==> src/ber_header_parser_top_assert.svh <==
// ----------------------------------------------------------------------------
// BER header parser assertion macros
// Property wrappers used by the parser top level to check itself.
// ----------------------------------------------------------------------------
`ifndef BER_HEADER_PARSER_TOP_ASSERT_SVH
`define BER_HEADER_PARSER_TOP_ASSERT_SVH

// Same-cycle implication under reset.
`define BHP_ASSERT_IMPL(label, ante, cons) \
  label: assert property (@(posedge clk) disable iff (!rst_n) (ante) |-> (cons)) \
    else $error("ber header parser: implication check failed");

// Next-cycle implication under reset.
`define BHP_ASSERT_NEXT(label, ante, cons) \
  label: assert property (@(posedge clk) disable iff (!rst_n) (ante) |=> (cons)) \
    else $error("ber header parser: next-cycle check failed");

`endif

==> src/ber_hdr_pkg.sv <==
// ----------------------------------------------------------------------------
// BER header parser package
// Shared constants, codes and the result record of the header parser.
// ----------------------------------------------------------------------------
package ber_hdr_pkg;

  localparam int TAG_BITS      = 32;
  localparam int MAX_LEN_BYTES = 8;

  localparam logic [7:0] HIGH_TAG_CODE = 8'h1f;
  localparam logic [7:0] LEN_INDEF     = 8'h80;
  localparam logic [7:0] LEN_RESERVED  = 8'hff;
  localparam logic [7:0] COUNT_MAX     = 8'hff;

  typedef enum logic [1:0] {
    PH_FIRST = 2'd0,
    PH_TAG   = 2'd1,
    PH_LEN   = 2'd2,
    PH_LONG  = 2'd3
  } phase_t;

  typedef enum logic [1:0] {
    ST_OK  = 2'd0,
    ST_EOD = 2'd1,
    ST_BAD = 2'd2
  } status_t;

  typedef struct packed {
    status_t     status;
    logic [1:0]  tag_class;
    logic        is_constructed;
    logic [31:0] tag_number;
    logic        indefinite;
    logic [63:0] value_length;
    logic [7:0]  header_bytes;
  } result_t;

endpackage

==> src/ber_hdr_dec.sv <==
// ----------------------------------------------------------------------------
// BER header decoder
// Holds the per-header state and decodes one byte per transfer, flagging a
// result when a header finishes, fails or runs out of bytes.
// ----------------------------------------------------------------------------
module ber_hdr_dec
  import ber_hdr_pkg::*;
(
  input  logic       clk,
  input  logic       rst_n,
  input  logic       byte_en,
  input  logic [7:0] byte_data,
  input  logic       byte_last,
  output logic       res_valid,
  output result_t    res
);

  phase_t                phase_r, phase_nxt;
  logic [1:0]            class_r, class_nxt;
  logic                  cons_r, cons_nxt;
  logic [TAG_BITS-1:0]   tag_r, tag_nxt;
  logic [63:0]           len_r, len_nxt;
  logic [3:0]            left_r, left_nxt;
  logic [7:0]            count_r, count_inc;
  logic                  emit;
  logic                  univ_zero;

  assign count_inc = (count_r == COUNT_MAX) ? COUNT_MAX : count_r + 8'd1;
  assign univ_zero = (class_r == 2'd0) && (tag_r == '0);

  always_comb begin
    class_nxt = class_r;
    cons_nxt  = cons_r;
    tag_nxt   = tag_r;
    len_nxt   = len_r;
    left_nxt  = left_r;
    emit      = 1'b0;
    res       = '0;
    res.status       = ST_OK;
    res.header_bytes = count_inc;
    unique case (phase_r)
      PH_FIRST: begin
        class_nxt = byte_data[7:6];
        cons_nxt  = byte_data[5];
        if (byte_data[4:0] == HIGH_TAG_CODE[4:0]) begin
          tag_nxt = '0;
        end else begin
          tag_nxt = TAG_BITS'(byte_data[4:0]);
        end
      end
      PH_TAG: begin
        tag_nxt = {tag_r[TAG_BITS-8:0], byte_data[6:0]};
      end
      PH_LEN: begin
        res.tag_class      = class_r;
        res.is_constructed = cons_r;
        res.tag_number     = 32'(tag_r);
        if (!byte_data[7]) begin
          emit = 1'b1;
          res.value_length = univ_zero ? 64'd0 : 64'(byte_data);
        end else if (byte_data == LEN_INDEF) begin
          emit = 1'b1;
          res.indefinite = 1'b1;
        end else if ((byte_data == LEN_RESERVED) ||
                     (byte_data[6:0] > 7'(MAX_LEN_BYTES))) begin
          emit = 1'b1;
          res  = '0;
          res.status       = ST_BAD;
          res.header_bytes = count_inc;
        end else begin
          len_nxt  = '0;
          left_nxt = byte_data[3:0];
        end
      end
      PH_LONG: begin
        len_nxt  = {len_r[55:0], byte_data};
        left_nxt = (left_r != 4'd0) ? left_r - 4'd1 : 4'd0;
        if (left_nxt == 4'd0) begin
          emit = 1'b1;
          res.tag_class      = class_r;
          res.is_constructed = cons_r;
          res.tag_number     = 32'(tag_r);
          res.value_length   = univ_zero ? 64'd0 : len_nxt;
        end
      end
      default: ;
    endcase
    if (!emit && byte_last) begin
      emit = 1'b1;
      res  = '0;
      res.status       = ST_EOD;
      res.header_bytes = count_inc;
    end
  end

  always_comb begin
    phase_nxt = phase_r;
    if (emit) begin
      phase_nxt = PH_FIRST;
    end else begin
      unique case (phase_r)
        PH_FIRST: phase_nxt = (byte_data[4:0] == HIGH_TAG_CODE[4:0]) ? PH_TAG : PH_LEN;
        PH_TAG:   phase_nxt = byte_data[7] ? PH_TAG : PH_LEN;
        PH_LEN:   phase_nxt = PH_LONG;
        PH_LONG:  phase_nxt = PH_LONG;
        default:  phase_nxt = PH_FIRST;
      endcase
    end
  end

  assign res_valid = byte_en && emit;

  always_ff @(posedge clk) begin
    if (!rst_n) begin
      phase_r <= PH_FIRST;
      class_r <= '0;
      cons_r  <= 1'b0;
      tag_r   <= '0;
      len_r   <= '0;
      left_r  <= '0;
      count_r <= '0;
    end else if (byte_en) begin
      phase_r <= phase_nxt;
      if (emit) begin
        class_r <= '0;
        cons_r  <= 1'b0;
        tag_r   <= '0;
        len_r   <= '0;
        left_r  <= '0;
        count_r <= '0;
      end else begin
        class_r <= class_nxt;
        cons_r  <= cons_nxt;
        tag_r   <= tag_nxt;
        len_r   <= len_nxt;
        left_r  <= left_nxt;
        count_r <= count_inc;
      end
    end
  end

endmodule

==> src/ber_header_parser_top.sv <==
// ----------------------------------------------------------------------------
// BER header parser top level
// Byte-serial decoder of an ASN.1 BER tag/length header.
//
// Input channel: one header byte per transfer on in_data_byte, with
// in_is_last marking the final byte of the buffer. Output channel: one
// result per finished header, per bad encoding, or per buffer that ends
// before its header does; the next byte then starts a new header.
// Throughput: one byte per cycle while in_stall is low, set by the single
// decode stage between the parser state registers and the result register.
// Result path: the decode of the byte that ends a header is registered into
// the result register, or into the skid entry while out_stall holds it.
// Stall: a one-entry skid behind the result register absorbs a result while
// out_stall is high; bytes that finish no header keep flowing, and in_stall
// rises only once the skid entry is occupied.
// Reset: synchronous, active low; clears the parser to wait for a first
// byte and empties both result slots.
// ----------------------------------------------------------------------------
module ber_header_parser_top
  import ber_hdr_pkg::*;
(
  input  logic        clk,
  input  logic        rst_n,
  input  logic        in_valid,
  output logic        in_stall,
  input  logic [7:0]  in_data_byte,
  input  logic        in_is_last,
  output logic        out_valid,
  input  logic        out_stall,
  output logic [1:0]  out_status,
  output logic [1:0]  out_tag_class,
  output logic        out_is_constructed,
  output logic [31:0] out_tag_number,
  output logic        out_indefinite,
  output logic [63:0] out_value_length,
  output logic [7:0]  out_header_bytes
);

  logic    in_take;
  logic    res_valid;
  result_t res;
  logic    out_valid_r, out_valid_nxt;
  logic    skid_valid_r, skid_valid_nxt;
  result_t out_r, skid_r;
  logic    out_free;
  logic    load_out_res, load_out_skid, load_skid;

  assign in_stall = skid_valid_r;
  assign in_take  = in_valid && !skid_valid_r;

  ber_hdr_dec u_dec (
    .clk       (clk),
    .rst_n     (rst_n),
    .byte_en   (in_take),
    .byte_data (in_data_byte),
    .byte_last (in_is_last),
    .res_valid (res_valid),
    .res       (res)
  );

  assign out_free = !out_valid_r || !out_stall;

  always_comb begin
    out_valid_nxt  = out_valid_r;
    skid_valid_nxt = skid_valid_r;
    load_out_res   = 1'b0;
    load_out_skid  = 1'b0;
    load_skid      = 1'b0;
    if (out_free) begin
      if (skid_valid_r) begin
        load_out_skid  = 1'b1;
        out_valid_nxt  = 1'b1;
        skid_valid_nxt = 1'b0;
      end else if (res_valid) begin
        load_out_res  = 1'b1;
        out_valid_nxt = 1'b1;
      end else begin
        out_valid_nxt = 1'b0;
      end
    end else if (res_valid) begin
      load_skid      = 1'b1;
      skid_valid_nxt = 1'b1;
    end
  end

  always_ff @(posedge clk) begin
    if (!rst_n) begin
      out_valid_r  <= 1'b0;
      skid_valid_r <= 1'b0;
    end else begin
      out_valid_r  <= out_valid_nxt;
      skid_valid_r <= skid_valid_nxt;
    end
  end

  always_ff @(posedge clk) begin
    if (load_out_skid) begin
      out_r <= skid_r;
    end else if (load_out_res) begin
      out_r <= res;
    end
    if (load_skid) begin
      skid_r <= res;
    end
  end

  assign out_valid          = out_valid_r;
  assign out_status         = out_r.status;
  assign out_tag_class      = out_r.tag_class;
  assign out_is_constructed = out_r.is_constructed;
  assign out_tag_number     = out_r.tag_number;
  assign out_indefinite     = out_r.indefinite;
  assign out_value_length   = out_r.value_length;
  assign out_header_bytes   = out_r.header_bytes;

`include "ber_header_parser_top_assert.svh"

  `BHP_ASSERT_IMPL(a_skid_behind_out, skid_valid_r, out_valid_r)
  `BHP_ASSERT_IMPL(a_no_result_when_full, res_valid, !skid_valid_r)
  `BHP_ASSERT_IMPL(a_status_code, out_valid_r,
                   (out_r.status == ST_OK) || (out_r.status == ST_EOD) ||
                   (out_r.status == ST_BAD))
  `BHP_ASSERT_IMPL(a_error_clears, out_valid_r && (out_r.status != ST_OK),
                   (out_r.tag_class == 2'd0) && (out_r.value_length == 64'd0))
  `BHP_ASSERT_NEXT(a_stalled_skid_moves, skid_valid_r && !out_stall,
                   out_valid_r && !skid_valid_r)

endmodule

==> config.mk <==
export PLATFORM = sky130hd
export DESIGN_NAME = ber_header_parser_top
export DESIGN_NICKNAME = d
export VERILOG_FILES = /design/src/ber_hdr_pkg.sv /design/src/ber_hdr_dec.sv /design/src/ber_header_parser_top.sv
export VERILOG_INCLUDE_DIRS = /design/src /design/src/src
export SDC_FILE = /design/constraint.sdc
export NUM_CORES = 1
export LEC_CHECK = 0
export BUFFER_PORTS_ARGS = -buffer_cell sky130_fd_sc_hd__buf_2
export CAP_MARGIN = 30
export CORE_ASPECT_RATIO = 0.6
export CORE_MARGIN = 2
export CORE_UTILIZATION = 63
export DETAILED_ROUTE_END_ITERATION = 16
export MAX_ROUTING_LAYER = met4
export PLACE_DENSITY_LB_ADDON = 0.3
export SKIP_CTS_REPAIR_TIMING = 1
export SYNTH_ARGS = -nofsm -noshare
export SYNTH_HDL_FRONTEND = slang
export SYNTH_SLANG_ARGS = --single-unit
==> constraint.sdc <==
create_clock -name clk -period 13.4 [get_ports clk]
set_clock_uncertainty 0.05 [all_clocks]
set_input_delay 0 -clock clk [delete_from_list [all_inputs] [get_ports clk]]
set_output_delay 0 -clock clk [all_outputs]
set_load 0.05 [all_outputs]
Word level (Yosys, flattened, before mapping)
Index checks and enable logic that the tools add are counted.

cells by class
  mux-type cells = 56
  eq/ne operators = 10
  $lt $le $gt $ge = 1
  add/subtract/negate cells = 2
  reduce and logical (&&, ||, !) cells = 24
  bitwise logic cells = 1

operator list
  kind                                                                  number
  110-bit 2-to-1 mux                                                    4
  56-bit 2-to-1 mux                                                     4
  64-bit 2-to-1 mux                                                     3
  64-bit one-hot mux with 2 select lines                                1
  56-bit one-hot mux with 2 select lines                                1
  72-bit 2-to-1 mux                                                     1
  35-bit one-hot mux with 2 select lines                                1
  32-bit one-hot mux with 2 select lines                                1
  38-bit 2-to-1 mux                                                     1
  37-bit 2-to-1 mux                                                     1
  35-bit 2-to-1 mux                                                     1
  32-bit logical NOT                                                    1
  32-bit 2-to-1 mux                                                     1
  8-bit 2-to-1 mux                                                      4
  8-bit == test, second input constant                                  3
  4-bit 2-to-1 mux                                                      5
  1-bit 2-to-1 mux                                                      16
  2-bit 2-to-1 mux                                                      6
  3-bit by 2-bit != test with 1-bit output, second input constant       3
  8-bit by 1-bit adder with 8-bit output, second input constant         1
  4-bit one-hot mux with 2 select lines                                 1
  7-bit by 4-bit > comparator with 1-bit output, second input constant  1
  7-bit 2-to-1 mux                                                      1
  2-bit one-hot mux with 3 select lines                                 1
  18 further kinds                                                      31

storage, ports and cells
  bits in registers = 327
  output and inout port bits = 112
  logic and storage cells = 117
  input port bits = 13

Longest topological paths before layout
Gate-level depths: netlist (run 1).

  word-level depth = 15
  mapped depth = 8
  depth with buffers taken out = 6

Modules after synthesis
From an unflattened synthesis (run 1), not the netlist that was laid out.

unflattened totals
  cells, all modules = 1008
  area, all modules = 13581.8 µm²

modules (own cells, without submodules)
  module                 cells each  times used  sequential area each (µm²)  area an instance (µm²)
  ber_header_parser_top  352         1           6646.4                      8546.9
  ber_hdr_dec            656         1           2102.0                      5034.8

Worst setup path before layout (run 1)
Ideal clock, no wire load.

  kind = register to register
  start point = reg u_dec.left_r[3]
  end point = reg out_r, in the netlist out_header_bytes[0] (enable)
  arrival = 6.522 ns
  required time = 12.735 ns
  path slack = 6.213 ns
  clock period less this slack = 7.187 ns
  path buffers = 0
  cell stages (with the launch flop) = 6
  setup time = 0.615 ns
  path through = dfxtp_1 > nor4b_2 > o22ai_1 > o21ai_2 > a21oi_1 > a21oi_1

between the ends
  word-level cells in the longest chain between the ends = 13
  elaborated cells on any way between the ends = 14
  classes of those cells = 1 x add/sub; 7 x mux; 6 x reduce/logical

ends and longest elaborated chain
  what                                                                               RTL line                      text
  start: declaration                                                                 ber_hdr_dec.sv:23             logic [3:0] left_r, left_nxt;
  start signal: assignment                                                           ber_hdr_dec.sv:136            left_r <= left_nxt;
  4-bit by 1-bit subtractor with 4-bit output or 4-bit nonzero test (tied branches)  ber_hdr_dec.sv:77             left_nxt = (left_r != 4'd0) ? left_r - 4'd1 : 4'd0;
  4-bit 2-to-1 mux (*)                                                               ber_hdr_dec.sv:77
  4-bit logical NOT (*)                                                              ber_hdr_dec.sv:78             if (left_nxt == 4'd0) begin
  1-bit 2-to-1 mux (*)                                                               ber_hdr_dec.sv:78
  1-bit one-hot mux with 2 select lines (*)                                          ber_hdr_dec.sv:41             unique case (phase_r)
  1-bit logical NOT                                                                  ber_hdr_dec.sv:88             if (!emit && byte_last) begin
  1-bit logical AND                                                                  ber_hdr_dec.sv:88
  1-bit 2-to-1 mux (*)                                                               ber_hdr_dec.sv:88
  1-bit logical AND (*)                                                              ber_hdr_dec.sv:111            assign res_valid = byte_en && emit;
  1-bit 2-to-1 mux (*)                                                               ber_header_parser_top.sv:74   end else if (res_valid) begin
  1-bit 2-to-1 mux (*)                                                               ber_header_parser_top.sv:70   if (skid_valid_r) begin
  1-bit 2-to-1 mux (*)                                                               ber_header_parser_top.sv:69   if (out_free) begin
  2-bit nonzero test (no source line) (*)                                            --
  end signal: assignment                                                             ber_header_parser_top.sv:98   out_r <= skid_r;
  end signal: assignment                                                             ber_header_parser_top.sv:100  out_r <= res;
  end: declaration                                                                   ber_header_parser_top.sv:44   result_t out_r, skid_r;

Mark *: on every way between the ends. The rest lies on a longest branch, timed or not.
A chain may end at the register's enable or synchronous reset.

Final worst setup path (run 1)
  start point = reg u_dec.phase_r[0]
  end point = reg skid_r[95] (netlist name) (enable)

between the ends
  word-level cells in the longest chain between the ends = 8
  elaborated cells on any way between the ends = 9
  classes of those cells = 2 x eq/ne; 4 x mux; 3 x reduce/logical

ends and longest elaborated chain
  what                                       RTL line                      text
  start: declaration                         ber_hdr_dec.sv:18             phase_t phase_r, phase_nxt;
  start signal: assignment                   ber_hdr_dec.sv:123            phase_r <= phase_nxt;
  2-bit == test                              ber_hdr_dec.sv:41
  1-bit one-hot mux with 2 select lines (*)  ber_hdr_dec.sv:41
  1-bit logical NOT                          ber_hdr_dec.sv:88
  1-bit logical AND                          ber_hdr_dec.sv:88
  1-bit 2-to-1 mux (*)                       ber_hdr_dec.sv:88
  1-bit logical AND (*)                      ber_hdr_dec.sv:111
  1-bit 2-to-1 mux (*)                       ber_header_parser_top.sv:80   end else if (res_valid) begin
  1-bit 2-to-1 mux (*)                       ber_header_parser_top.sv:69
  via load_skid                              ber_header_parser_top.sv:46   logic load_out_res, load_out_skid, load_skid;
  end signal: assignment                     ber_header_parser_top.sv:103  skid_r <= res;
  end: declaration                           ber_header_parser_top.sv:44

The timed path passes the listed nets; every way through them passes the cells marked *.

==> impl_results.md, run 1 <==
- Outcome: completed
- Syn Area/Cell: approximately 14 sq um
- Combinational share of power: 8.0%
- # diodes: 0
- Fin crit period: 3.578 ns
- Worst rel slew slack: a little over a third
- Seq/Total Area, Yosys: between 60% and 70%
- Layout Cells excl Fill: 1334
- CP startpoint kind: register
- Most common cell after layout, fill and taps aside: edfxtp_1
- CTS tree: yes
- Die W: approximately 190 um
- CP max-delay cell: buf_4
- Root buffer cell: clkbuf_16
- Starting Density: a little under two thirds
- DP Wirelength: roughly 16000 um
- Core Footprint: ~20000 sq um
- Die area: ~21000 sq um
- DR WL/cell: 19.03 um
- Drt first pass iters: 5
- Share of layout cells above drive strength 1: 26.39%
- #FFs+latches synth: roughly 330
- Row count: 40
- Worst path max stage delay: roughly 0.87 ns
- Reg2reg start: u_dec.phase_r[0]
- Final Setup Violations: 0
- Unrepaired setup endpoints after global routing: false
- Syn. warnings: 0
- Die Ht: 114.3 um
- CP Buf/Inv Count: 1
- Seq pwr share: about half
- PD cells: about 150 nW/um^2
- Largest net degree at the start of global routing: 76
- Max cap viols: 0
- Worst Hold Class: primary input to register
- Reg-to-Reg End: skid_r[95]
- Synth Flop Type: edfxtp_1
- # DRC: 0
- Setup slack, reg-to-reg: just under 10 ns
- Clock share of power: 40.3%
- Finished Cell Area: between 10000 and 15000 sq um
- Critical-path maximum fanout: between 70 and 80
- 1st-iter DRT viols: roughly 840
- Mapped Area: about 13000 sq um
- Final Max Slew Viols: 0
- Async set-reset flop share out of synthesis: 0%
- H-Tree Depth: 1
- Top Ports: 125
- Setup tns final: 0 ns
- Post-synthesis cell type count: 54
- Crit path max-delay family: simple AND/OR/NAND/NOR gates
- Fillcell total: roughly 1.3k
- Initial antenna violation count: 0
- First-pass GRT wire length: between 30000 and 40000 um
- Sw Share: about a quarter
- Clock Sink Count: between 300 and 400
- Number of synthesized flops with an enable pin: 220
- Placed insts: roughly 1.3k
- CTS clock-pin slew for the worst setup and hold paths: around 0.070 ns
- Vias: 7788
- Clk Latency, worst-skew pair: between 0.5 and 0.6 ns
- Number of nets in the layout: between 1k and 1.5k
- Fmax: between 200 and 300 MHz
- Worst setup margin: between 9 and 10 ns
- Final wirelength: about 25000 um
- Overflow after GRT: 0
- Hold_sp: in_data_byte[6]
- Crit. End Element: register
- Dpl ws: between 9 and 10 ns
- Clk buf depth: 3
- Tcrit/Tclk final: a little over a quarter
- DR vias/cell: 5.838
- CTS buffer count: 28
- Hold path cells: 3
- Kind of critical path: register to register
- DRT antenna net count: 0
- Worst-path cell chain: nor4b_2, o22ai_1, o21ai_2, and2_1, nor2b_4, buf_4
- Routability Congestion: slightly below 0.9
- Total track usage: 23.90%
- Pleak: approximately 0.0056 uW
- Commonest non-fill, non-tap cells in the layout: 220 x edfxtp_1, 124 x buf_2, 107 x dfxtp_1
- Port bufs: about 120
- Post-Syn Nets: just over 900
- Worst Path Required: 13.52 ns
- Final hold violations: 0
- Worst vdd ir: about 0.12 mV
- Cell count after synthesis: approximately 920
- Switching power: roughly 500 uW
- Pint: approximately 1700 uW
- Pwr Total: ~2200 uW
- Hold Path Sink: u_dec.len_r[6]
- P&R area growth vs syn: 15.88%
- Worst Tran Pin Value: roughly 0.98 ns
- R2R cell count: 6
- Number of global-route vias before repair: about 7k
- Dpl cell area: around 14000 sq um
- CP arrival: around 3.7 ns
how the worst max path moves through the flow:
stage	from	to	slack [ns]	cells past startpoint
floorplan	u_dec.left_r[3]	out_header_bytes[0]	6.21	5
global placement	u_dec.phase_r[0]	skid_r[13]	9.45	6
detailed placement	u_dec.phase_r[0]	skid_r[13]	9.86	6
CTS	u_dec.phase_r[0]	skid_r[4]	9.83	6
global route	u_dec.phase_r[0]	skid_r[91]	9.60	6
finish	u_dec.phase_r[0]	skid_r[95]	9.82	6
Yosys cell counts (3+ instances only):
| cell | number | area share (%) |
|---|---|---|
| a21oi_1 | 15 | 0.59 |
| o21ai_1 | 10 | 0.39 |
| a22o_1 | 101 | 6.9 |
| inv_1 | 6 | 0.18 |
| and2_4 | 22 | 1.5 |
| nor4_1 | 8 | 0.39 |
| mux2_2 | 37 | 3.3 |
| and4_1 | 3 | 0.21 |
| and2_1 | 81 | 4.0 |
| a31oi_1 | 8 | 0.39 |
| o21ai_0 | 37 | 1.4 |
| dfxtp_1 | 107 | 17 |
| clkbuf_1 | 34 | 1.0 |
| nand3_1 | 9 | 0.35 |
| buf_2 | 11 | 0.43 |
| nand2_1 | 99 | 2.9 |
| mux2_4 | 22 | 2.6 |
| nor3_1 | 6 | 0.24 |
| o31ai_1 | 3 | 0.18 |
| edfxtp_1 | 220 | 52 |
| nor2b_1 | 3 | 0.15 |
| and3_1 | 4 | 0.20 |
| o21a_1 | 4 | 0.24 |
| buf_6 | 8 | 0.71 |
| nor2_1 | 21 | 0.62 |
layer usage:
layer	wire length (um)	vias to the layer above	GRT usage [%]
li1	-	3653	-
met1	12490	3790	37.53
met2	10640	313	32.72
met3	1861	32	4.352
met4	402	0	4.724
met5	0	-	-
final cells by class:
| type | instances | area [sq um] | area share, % |
|---|---|---|---|
| timing repair buffer | 149 | 925.9 | 6.253 |
| clock inverter | 18 | 257.7 | 1.741 |
| tap | 273 | 341.6 | 2.307 |
| sequential | 327 | 8748 | 59.08 |
| clock buffer | 34 | 743.2 | 5.019 |
| multi-input combinational | 527 | 3767 | 25.44 |
| inverter | 6 | 22.52 | 0.1521 |
flip-flops by register name (all words and copies together) (netlist names):
signal	flops
out_header_bytes	8
u_dec.left_r	4
out_indefinite	1
u_dec.cons_r	1
out_status	2
in_stall	1
u_dec.count_r	8
out_tag_number	32
out_tag_class	2
u_dec.class_r	2
out_valid	1
u_dec.tag_r	32
out_is_constructed	1
skid_r	110
u_dec.len_r	56
u_dec.phase_r	2
out_value_length	64
worst register-to-register path, delay by kind of cell (launching register included):
family          cells  cell delay (ns)
simple gates        3             1.25
buf+inv             1             0.87
flops               1             0.57
compound gates      2             0.43
cells by family after synthesis:
kind of cell | count (synthesis) | share of synthesized area (%)
flip-flops | 327 | 68.47
AND/OR/NAND/NOR | 272 | 11.79
AO/OA/AOI/OAI | 192 | 11.13
buffers and inverters | 62 | 2.448
multiplexers | 60 | 5.924
XOR/XNOR | 2 | 0.1371
adder cells (fa/ha/maj) | 1 | 0.09791
power by group through the flow:
stage	Clock, uW	Combinational, uW	Sequential [uW]
2_1_floorplan	0	42.8	1230
3_3_place_gp	0	163	1140
3_5_place_dp	0	169	1140
4_1_cts	880	170	1120
5_1_grt	919	181	1120
6_report	871	172	1120
metrics by stage:
step	hold WS (ns)	utilization (%)
finish	0.2931	74.15
global route	0.2685	74.15
CTS	-0.2857	73.55
detailed placement	0.2825	68.53
global placement	0.2914	67.91
floorplan	0.07548	-
Power figures use the tool's default switching activity.
==> run 2: changes to the inputs <==
Settings changed: ABC_AREA set to 1, CORE_UTILIZATION 63 to 60.
Clock period 13.4 ns to 3.66 ns, I/O delays scaled along.
==> run 2 against run 1 <==
Effect of this change:
- flip-flop and latch count is the same
- final cell count grew 51%
- first-iteration DRC count grew 51%
- wire length grew 32%
- maximum frequency grew 22%
- sequential share of layout area shrank 5.0 points
- hold slack lost 0.28 ns
- synthesized cell count grew 73%
- worst setup slack lost 9.1 ns
- critical endpoint is now out_value_length[20]
- largest power group unchanged
- highest routed layer unchanged
==> impl_results.md, run 2 <==
- Syn. warnings: 0 (unchanged)
- Fin crit period: 2.922 ns (-0.6556 ns)
- Final hold violations: 0 (unchanged)
- Post-synth top area share: 46.11% (-5.6 points)
- Number of synthesized flops with an enable pin: 220 (unchanged)
- Max cap viols: 0 (unchanged)
- CTS clock-pin slew for the worst setup and hold paths: 0.07 ns (about the same)
- #FFs+latches synth: 327 (unchanged)
- Met1 Use GR: 40.73% (+3.2 points)
- # DRC: 0 (unchanged)
- Largest net degree at the start of global routing: 100 (+32%)
- Final Setup Violations: 0 (unchanged)
- GRT busiest layer: met1
- Synth area leader: edfxtp_1
- Worst Tran Pin Value: 0.9438 ns (-0.03542 ns)
- CP arrival: 3.12 ns (-0.58 ns)
- Post-Syn Nets: 1597 (+72%)
- CTS buffer count: 29 (+3.6%)
- DP Wirelength: 20660 um (+31%)
- Clk buf depth: 3 (unchanged)
- DRT antenna net count: 0 (unchanged)
- Post-synthesis cell type count: 33 (-39%)
- H-Tree Depth: 1 (unchanged)
- Number of nets in the layout: 1689 (+60%)
- Total track usage: 27.38% (+3.5 points)
- Top reg by flops: skid_r
- Port bufs: 124 (unchanged)
- Kind of critical path: register to register
- R2R cell count: 9 (+3)
- M2 GR Usage: 40.38% (+7.7 points)
- Max reg flops: 110 (unchanged)
- DR vias/cell: 5.556 (-4.8%)
- Vias: 11.19k (+44%)
- CTS tree: yes
- DR WL/cell: 16.58 um (-13%)
- Worst Path Required: 3.86 ns (-9.66 ns)
- Outcome: completed
- Worst vdd ir: 0.3161 mV (+160%)
- Number of global-route vias before repair: 10.13k (+45%)
- Final Max Slew Viols: 0 (unchanged)
- Unrepaired setup endpoints after global routing: false
- Async set-reset flop share out of synthesis: 0% (unchanged)
- PD cells: 503.3 nW/um^2 (+250%)
- Die area: 25170 sq um (+17%)
- Tcrit/Tclk final: 79.85% (+53 points)
- Setup tns final: 0 ns (unchanged)
- Clk Latency, worst-skew pair: 0.55 ns (about the same)
- Most common cell after layout, fill and taps aside: nand2_1
- Mapped Area: 14330 sq um (+12%)
- Synth top cells by count: 474 x nand2_1, 255 x nor2_1, 220 x edfxtp_1
- Final wirelength: 33390 um (+32%)
- Initial antenna violation count: 1 (+1)
- CP startpoint kind: register
- Cell count after synthesis: 1583 (+73%)
- Overflow after GRT: 0 (unchanged)
- Worst Hold Class: primary input to register
- Root buffer cell: clkbuf_16
- 1st-iter DRT viols: 1275 (+51%)
- Routability Congestion: 0.8615 (-2.4%)
- Met3 usage: 4.239% (-0.11 points)
- Top Ports: 125 (unchanged)
- Share of layout cells above drive strength 1: 14.25% (-12 points)
- Crit. End Element: register
- Starting Density: 61.50% (-2.5 points)
- Most common cell in the netlist: nand2_1
- Pleak: 0.006892 uW (+23%)
- Die W: 203.5 um (+8.3%)
- Drt first pass iters: 6 (+1)
- Fmax: 342.2 MHz (+22%)
- P&R area growth vs syn: 12.95%
- Row count: 43 (+7.5%)
- Seq/Total Area, Yosys: 61.06% (-7.4 points)
- Commonest non-fill, non-tap cells in the layout: 472 x nand2_1, 254 x nor2_1, 220 x edfxtp_1
- Core Footprint: 23300 sq um (+17%)
- Die Ht: 123.7 um (+8.2%)
- Clock Sink Count: 327 (unchanged)
- Hold path cells: 4 (+1)
- Synth Flop Type: edfxtp_1
- Worst rel slew slack: 36.93% (+2.2 points)
- Syn Area/Cell: 9.051 sq um (-35%)
- First-pass GRT wire length: 53060 um (+36%)
- Critical-path maximum fanout: 16 (-79%)
- Final core occ: 69.47% (-4.7 points)
- Area contributors post-synth: edfxtp_1 46%, dfxtp_1 15%, nand2_1 12%
## run 2: cell count changes in the layout (fill, tap and decap cells not counted), sizes merged, moves of 6 or more
cell | before | now
nand4 | 1 | 69
a22o | 101 | 0
a21oi | 15 | 42
mux2 | 59 | 0
nand2 | 99 | 483
o21ai | 48 | 38
nor2 | 21 | 276
nand3 | 9 | 115
and2 | 103 | 0
a31oi | 9 | 3
buf | 137 | 149
inv | 7 | 117
## run 2: final cells by class
type / instances / area [sq um]
Sequential cell: 327 / 8748
Fill cell: 1767 / 7113
Multi-Input combinational cell: 1042 / 4658
Timing Repair Buffer: 159 / 1023
Clock buffer: 36 / 772.0
Inverter: 116 / 439.2
Tap cell: 315 / 394.1
Clock inverter: 18 / 145.1
Antenna cell: 1 / 2.502
## run 2: final timing paths
path                                        endpoint  slack (ns)             start
worst min-delay path                u_dec.count_r[3]        0.01          in_valid
worst min register to register      u_dec.count_r[5]        0.44  u_dec.count_r[5]
worst max-delay path            out_value_length[20]        0.74  u_dec.phase_r[1]
worst max register to register  out_value_length[20]        0.74  u_dec.phase_r[1]
## run 2: stage by stage
| step | hold slack, ns | power (uW) | instances | instance area, sq um | worst slack, ns |
|---|---|---|---|---|---|
| 5_1_grt | 0.04677 | 8411 | 2014 | 16180 | 0.5864 |
| 3_5_place_dp | 0.3402 | 5222 | 1948 | 15140 | 0.7907 |
| 4_1_cts | -0.2412 | 8159 | 2002 | 16050 | 0.7649 |
| 6_report | 0.01240 | 8144 | 2014 | 16180 | 0.7376 |
| 3_3_place_gp | 0.3201 | 5193 | 1946 | 15090 | 0.8700 |
| 2_1_floorplan | 0.1144 | 5004 | 1583 | 14350 | 0.1666 |
## run 2: report_power, final
group	internal [uW]	leakage, uW	switching [uW]
Combinational	229	0.00323	711
Clock	1640	0.000448	1340
Sequential	4100	0.00321	124
Total	5970	0.00689	2170
## run 2: cells by family (layout without fill, tap and decap cells)
family                     count (synthesis)  after routing  share of synthesized area, %
DFF                                      327            327                         61.06
AOI/OAI and AO/OA                         85             85                         3.039
and+or+nand+nor                          956            956                         29.19
other                                      0              1                             0
buffers and inverters                    214            329                         6.628
adders and majority gates                  1              1                       0.08731
## run 2: routing by layer
| metal | vias to the layer above | routed length (um) |
|---|---|---|
| met5 | - | 0 |
| met3 | 44 | 3040 |
| met4 | 0 | 505 |
| li1 | 5367 | - |
| met2 | 533 | 14330 |
| met1 | 5246 | 15520 |
## run 2: worst max-delay path, stage by stage (launching register included)
cell     delay (ns)
dfxtp_1        0.49
nand2_1        0.14
inv_1          0.25
nand2_2        0.15
nand2_4        0.14
inv_4          0.08
nand3_4        0.18
nand2_4        0.18
o21ai_4        0.59
buf_4          0.35
==> run 3: changes to the inputs <==
Clock period 3.66 ns to 2.7 ns, I/O delays scaled along.
==> run 3 against run 2 <==
Effect of this change:
- sequential power increased by 35%
- hold slack improved by 0.051 ns
- critical path type unchanged
- die area unchanged
==> impl_results.md, run 3 (synthesis results as in run 2) <==
- Layout Cells excl Fill: 2019 (+0.25%)
- Fmax: 406.9 MHz (+19%)
- Worst Tran Pin Value: 0.7109 ns (-0.2330 ns)
- Die Ht: 123.7 um (unchanged)
- Most common cell after layout, fill and taps aside: nand2_1
- Die W: 203.5 um (unchanged)
- Worst rel slew slack: 52.61% (+16 points)
- Setup tns final: 0 ns (unchanged)
- Worst setup margin: 0.2426 ns (-0.4949 ns)
- Worst Path Required: 2.83 ns (-1.03 ns)
- Row count: 43 (unchanged)
- Finished Cell Area: 16330 sq um (+0.94%)
- Dpl ws: 0.2992 ns (-0.4914 ns)
- Port bufs: 124 (unchanged)
- R2R cell count: 9 (unchanged)
- # diodes: 0 (-1)
- Max cap viols: 0 (unchanged)
- Crit. End Element: register
- Worst path max stage delay: 0.46 ns (-0.13 ns)
- Hold Path Sink: skid_r[99]
- CP arrival: 2.58 ns (-0.54 ns)
- Root buffer cell: clkbuf_16
- Total track usage: 27.35% (-0.029 points)
- Starting Density: 61.50% (unchanged)
- Number of nets in the layout: 1695 (+0.36%)
- Critical-path maximum fanout: 35 (+19)
- Worst Hold Class: primary input to register
- CP most frequent cell: nand2_4
- Worst-path cell chain: nand2_1, inv_1, nand2_2, nand2_4, inv_6, nand3_4, nand2_4, o21ai_4, buf_4
- Hold_sp: in_is_last
- Kind of critical path: register to register
- Final wirelength: 33460 um (+0.21%)
- Die area: 25170 sq um (unchanged)
- Hold Worst Slack: 0.06348 ns (+0.05108 ns)
- Overflow after GRT: 0 (unchanged)
- First-pass GRT wire length: 53010 um (-0.11%)
- Initial antenna violation count: 0 (-1)
- CTS tree: yes
- Clock Sink Count: 327 (unchanged)
- Area occupied by multi-input gates: 4658 sq um (unchanged)
- Clk Latency, worst-skew pair: 0.55 ns (about the same)
- Largest net degree at the start of global routing: 117 (+17%)
- DR vias/cell: 5.549 (-0.12%)
- Outcome: completed
- Hold path cells: 4 (unchanged)
- Top reg by flops: skid_r
- Number of global-route vias before repair: 9853 (-2.7%)
- DP Wirelength: 20960 um (+1.5%)
- CTS buffer count: 29 (unchanged)
- Routability Congestion: 0.8797 (+2.1%)
- Seq. cell area: 8750 sq um (about the same)
- Share of layout cells above drive strength 1: 14.32% (+0.067 points)
- CTS clock-pin slew for the worst setup and hold paths: 0.06 ns (about the same)
- Top Ports: 125 (unchanged)
- P&R area growth vs syn: 14.01%
- Reg2reg start: u_dec.phase_r[1]
- Core Footprint: 23300 sq um (unchanged)
- H-Tree Depth: 1 (unchanged)
- Fin crit period: 2.457 ns (-0.4651 ns)
- Commonest non-fill, non-tap cells in the layout: 472 x nand2_1, 254 x nor2_1, 220 x edfxtp_1
- Final hold violations: 0 (unchanged)
- DR WL/cell: 16.57 um (about the same)
- Fillcell total: 1759 (-0.45%)
- PD cells: 690.0 nW/um^2 (+37%)
- Final Setup Violations: 0 (unchanged)
- DRT antenna net count: 0 (unchanged)
- CP startpoint kind: register
- CP max-delay cell: buf_4
- 1st-iter DRT viols: 1240 (-2.7%)
- Clk buf depth: 3 (unchanged)
- Unrepaired setup endpoints after global routing: false
- Dpl cell area: 15240 sq um (+0.67%)
- # DRC: 0 (unchanged)
- Max reg flops: 110 (unchanged)
- Placed insts: 1953 (+0.26%)
- Worst vdd ir: 0.5061 mV (+60%)
- Tcrit/Tclk final: 91.01% (+11 points)
- Vias: 11.20k (+0.13%)
- Reg-to-Reg End: out_value_length[24]
- Drt first pass iters: 5 (-1)
- Setup slack, reg-to-reg: 0.24 ns (-0.49 ns)
- Final Max Slew Viols: 0 (unchanged)
- Pleak: 0.006961 uW (+1.0%)
==> run 3: changes by cell type in the layout (fill, tap and decap cells not counted), moves of 2 or more <==
cell	previous run	this run
buf_16	2	0
dlygate4sd3_1	10	12
clkinv_2	7	3
clkbuf_1	5	10
buf_12	6	12
clkinv_1	6	4
bufinv_16	2	4
==> run 3: routing by layer <==
layer / GRT usage [%] / part of all wire, % / up-vias
li1: - / - / 5373
met1: 42.45 / 47 / 5325
met2: 38.63 / 43 / 463
met3: 3.428 / 8.0 / 43
met4: 5.794 / 1.7 / 0
met5: - / 0 / -
==> run 3: worst max-delay path by stage <==
stage / startpoint / endpoint / slack, ns / cells past startpoint
floorplan: u_dec.phase_r[1] / out_header_bytes[0] / -0.77 / 10
global placement: u_dec.phase_r[0] / out_value_length[44] / 0.38 / 9
detailed placement: u_dec.phase_r[1] / out_value_length[19] / 0.30 / 9
CTS: u_dec.left_r[2] / out_value_length[24] / 0.28 / 10
global route: u_dec.phase_r[1] / out_value_length[26] / 0.12 / 9
finish: u_dec.phase_r[1] / out_value_length[24] / 0.24 / 9
==> run 3: area by class of cell <==
| type | count | share of cell area (%) |
|---|---|---|
| clock buffer | 42 | 4.994 |
| inverter | 116 | 2.735 |
| tap | 315 | 2.413 |
| timing repair buffer | 165 | 6.787 |
| multi-input combinational | 1042 | 28.52 |
| sequential | 327 | 53.57 |
| clock inverter | 12 | 0.9881 |
==> run 3: critical path, delay by kind of cell (launching register included) <==
| kind | cells | cell delay [ns] |
|---|---|---|
| AND/OR/NAND/NOR | 5 | 0.74 |
| buffers and inverters | 3 | 0.63 |
| flip-flops | 1 | 0.45 |
| AO/OA/AOI/OAI | 1 | 0.19 |
==> run 3: report_power, final <==
part           internal [uW]  total (uW)  switching [uW]
logic                    311        1280             964
clock network           2480        4260            1780
registers               5560        5730             172
total                   8350       11300            2920
==> run 3: per-stage QoR <==
stage,util (%),power [uW]
final,70.12,11270
after global routing,70.12,11650
after CTS,69.60,11280
after detailed placement,65.41,7082
after global placement,65.41,7055
after floorplan,-,6788
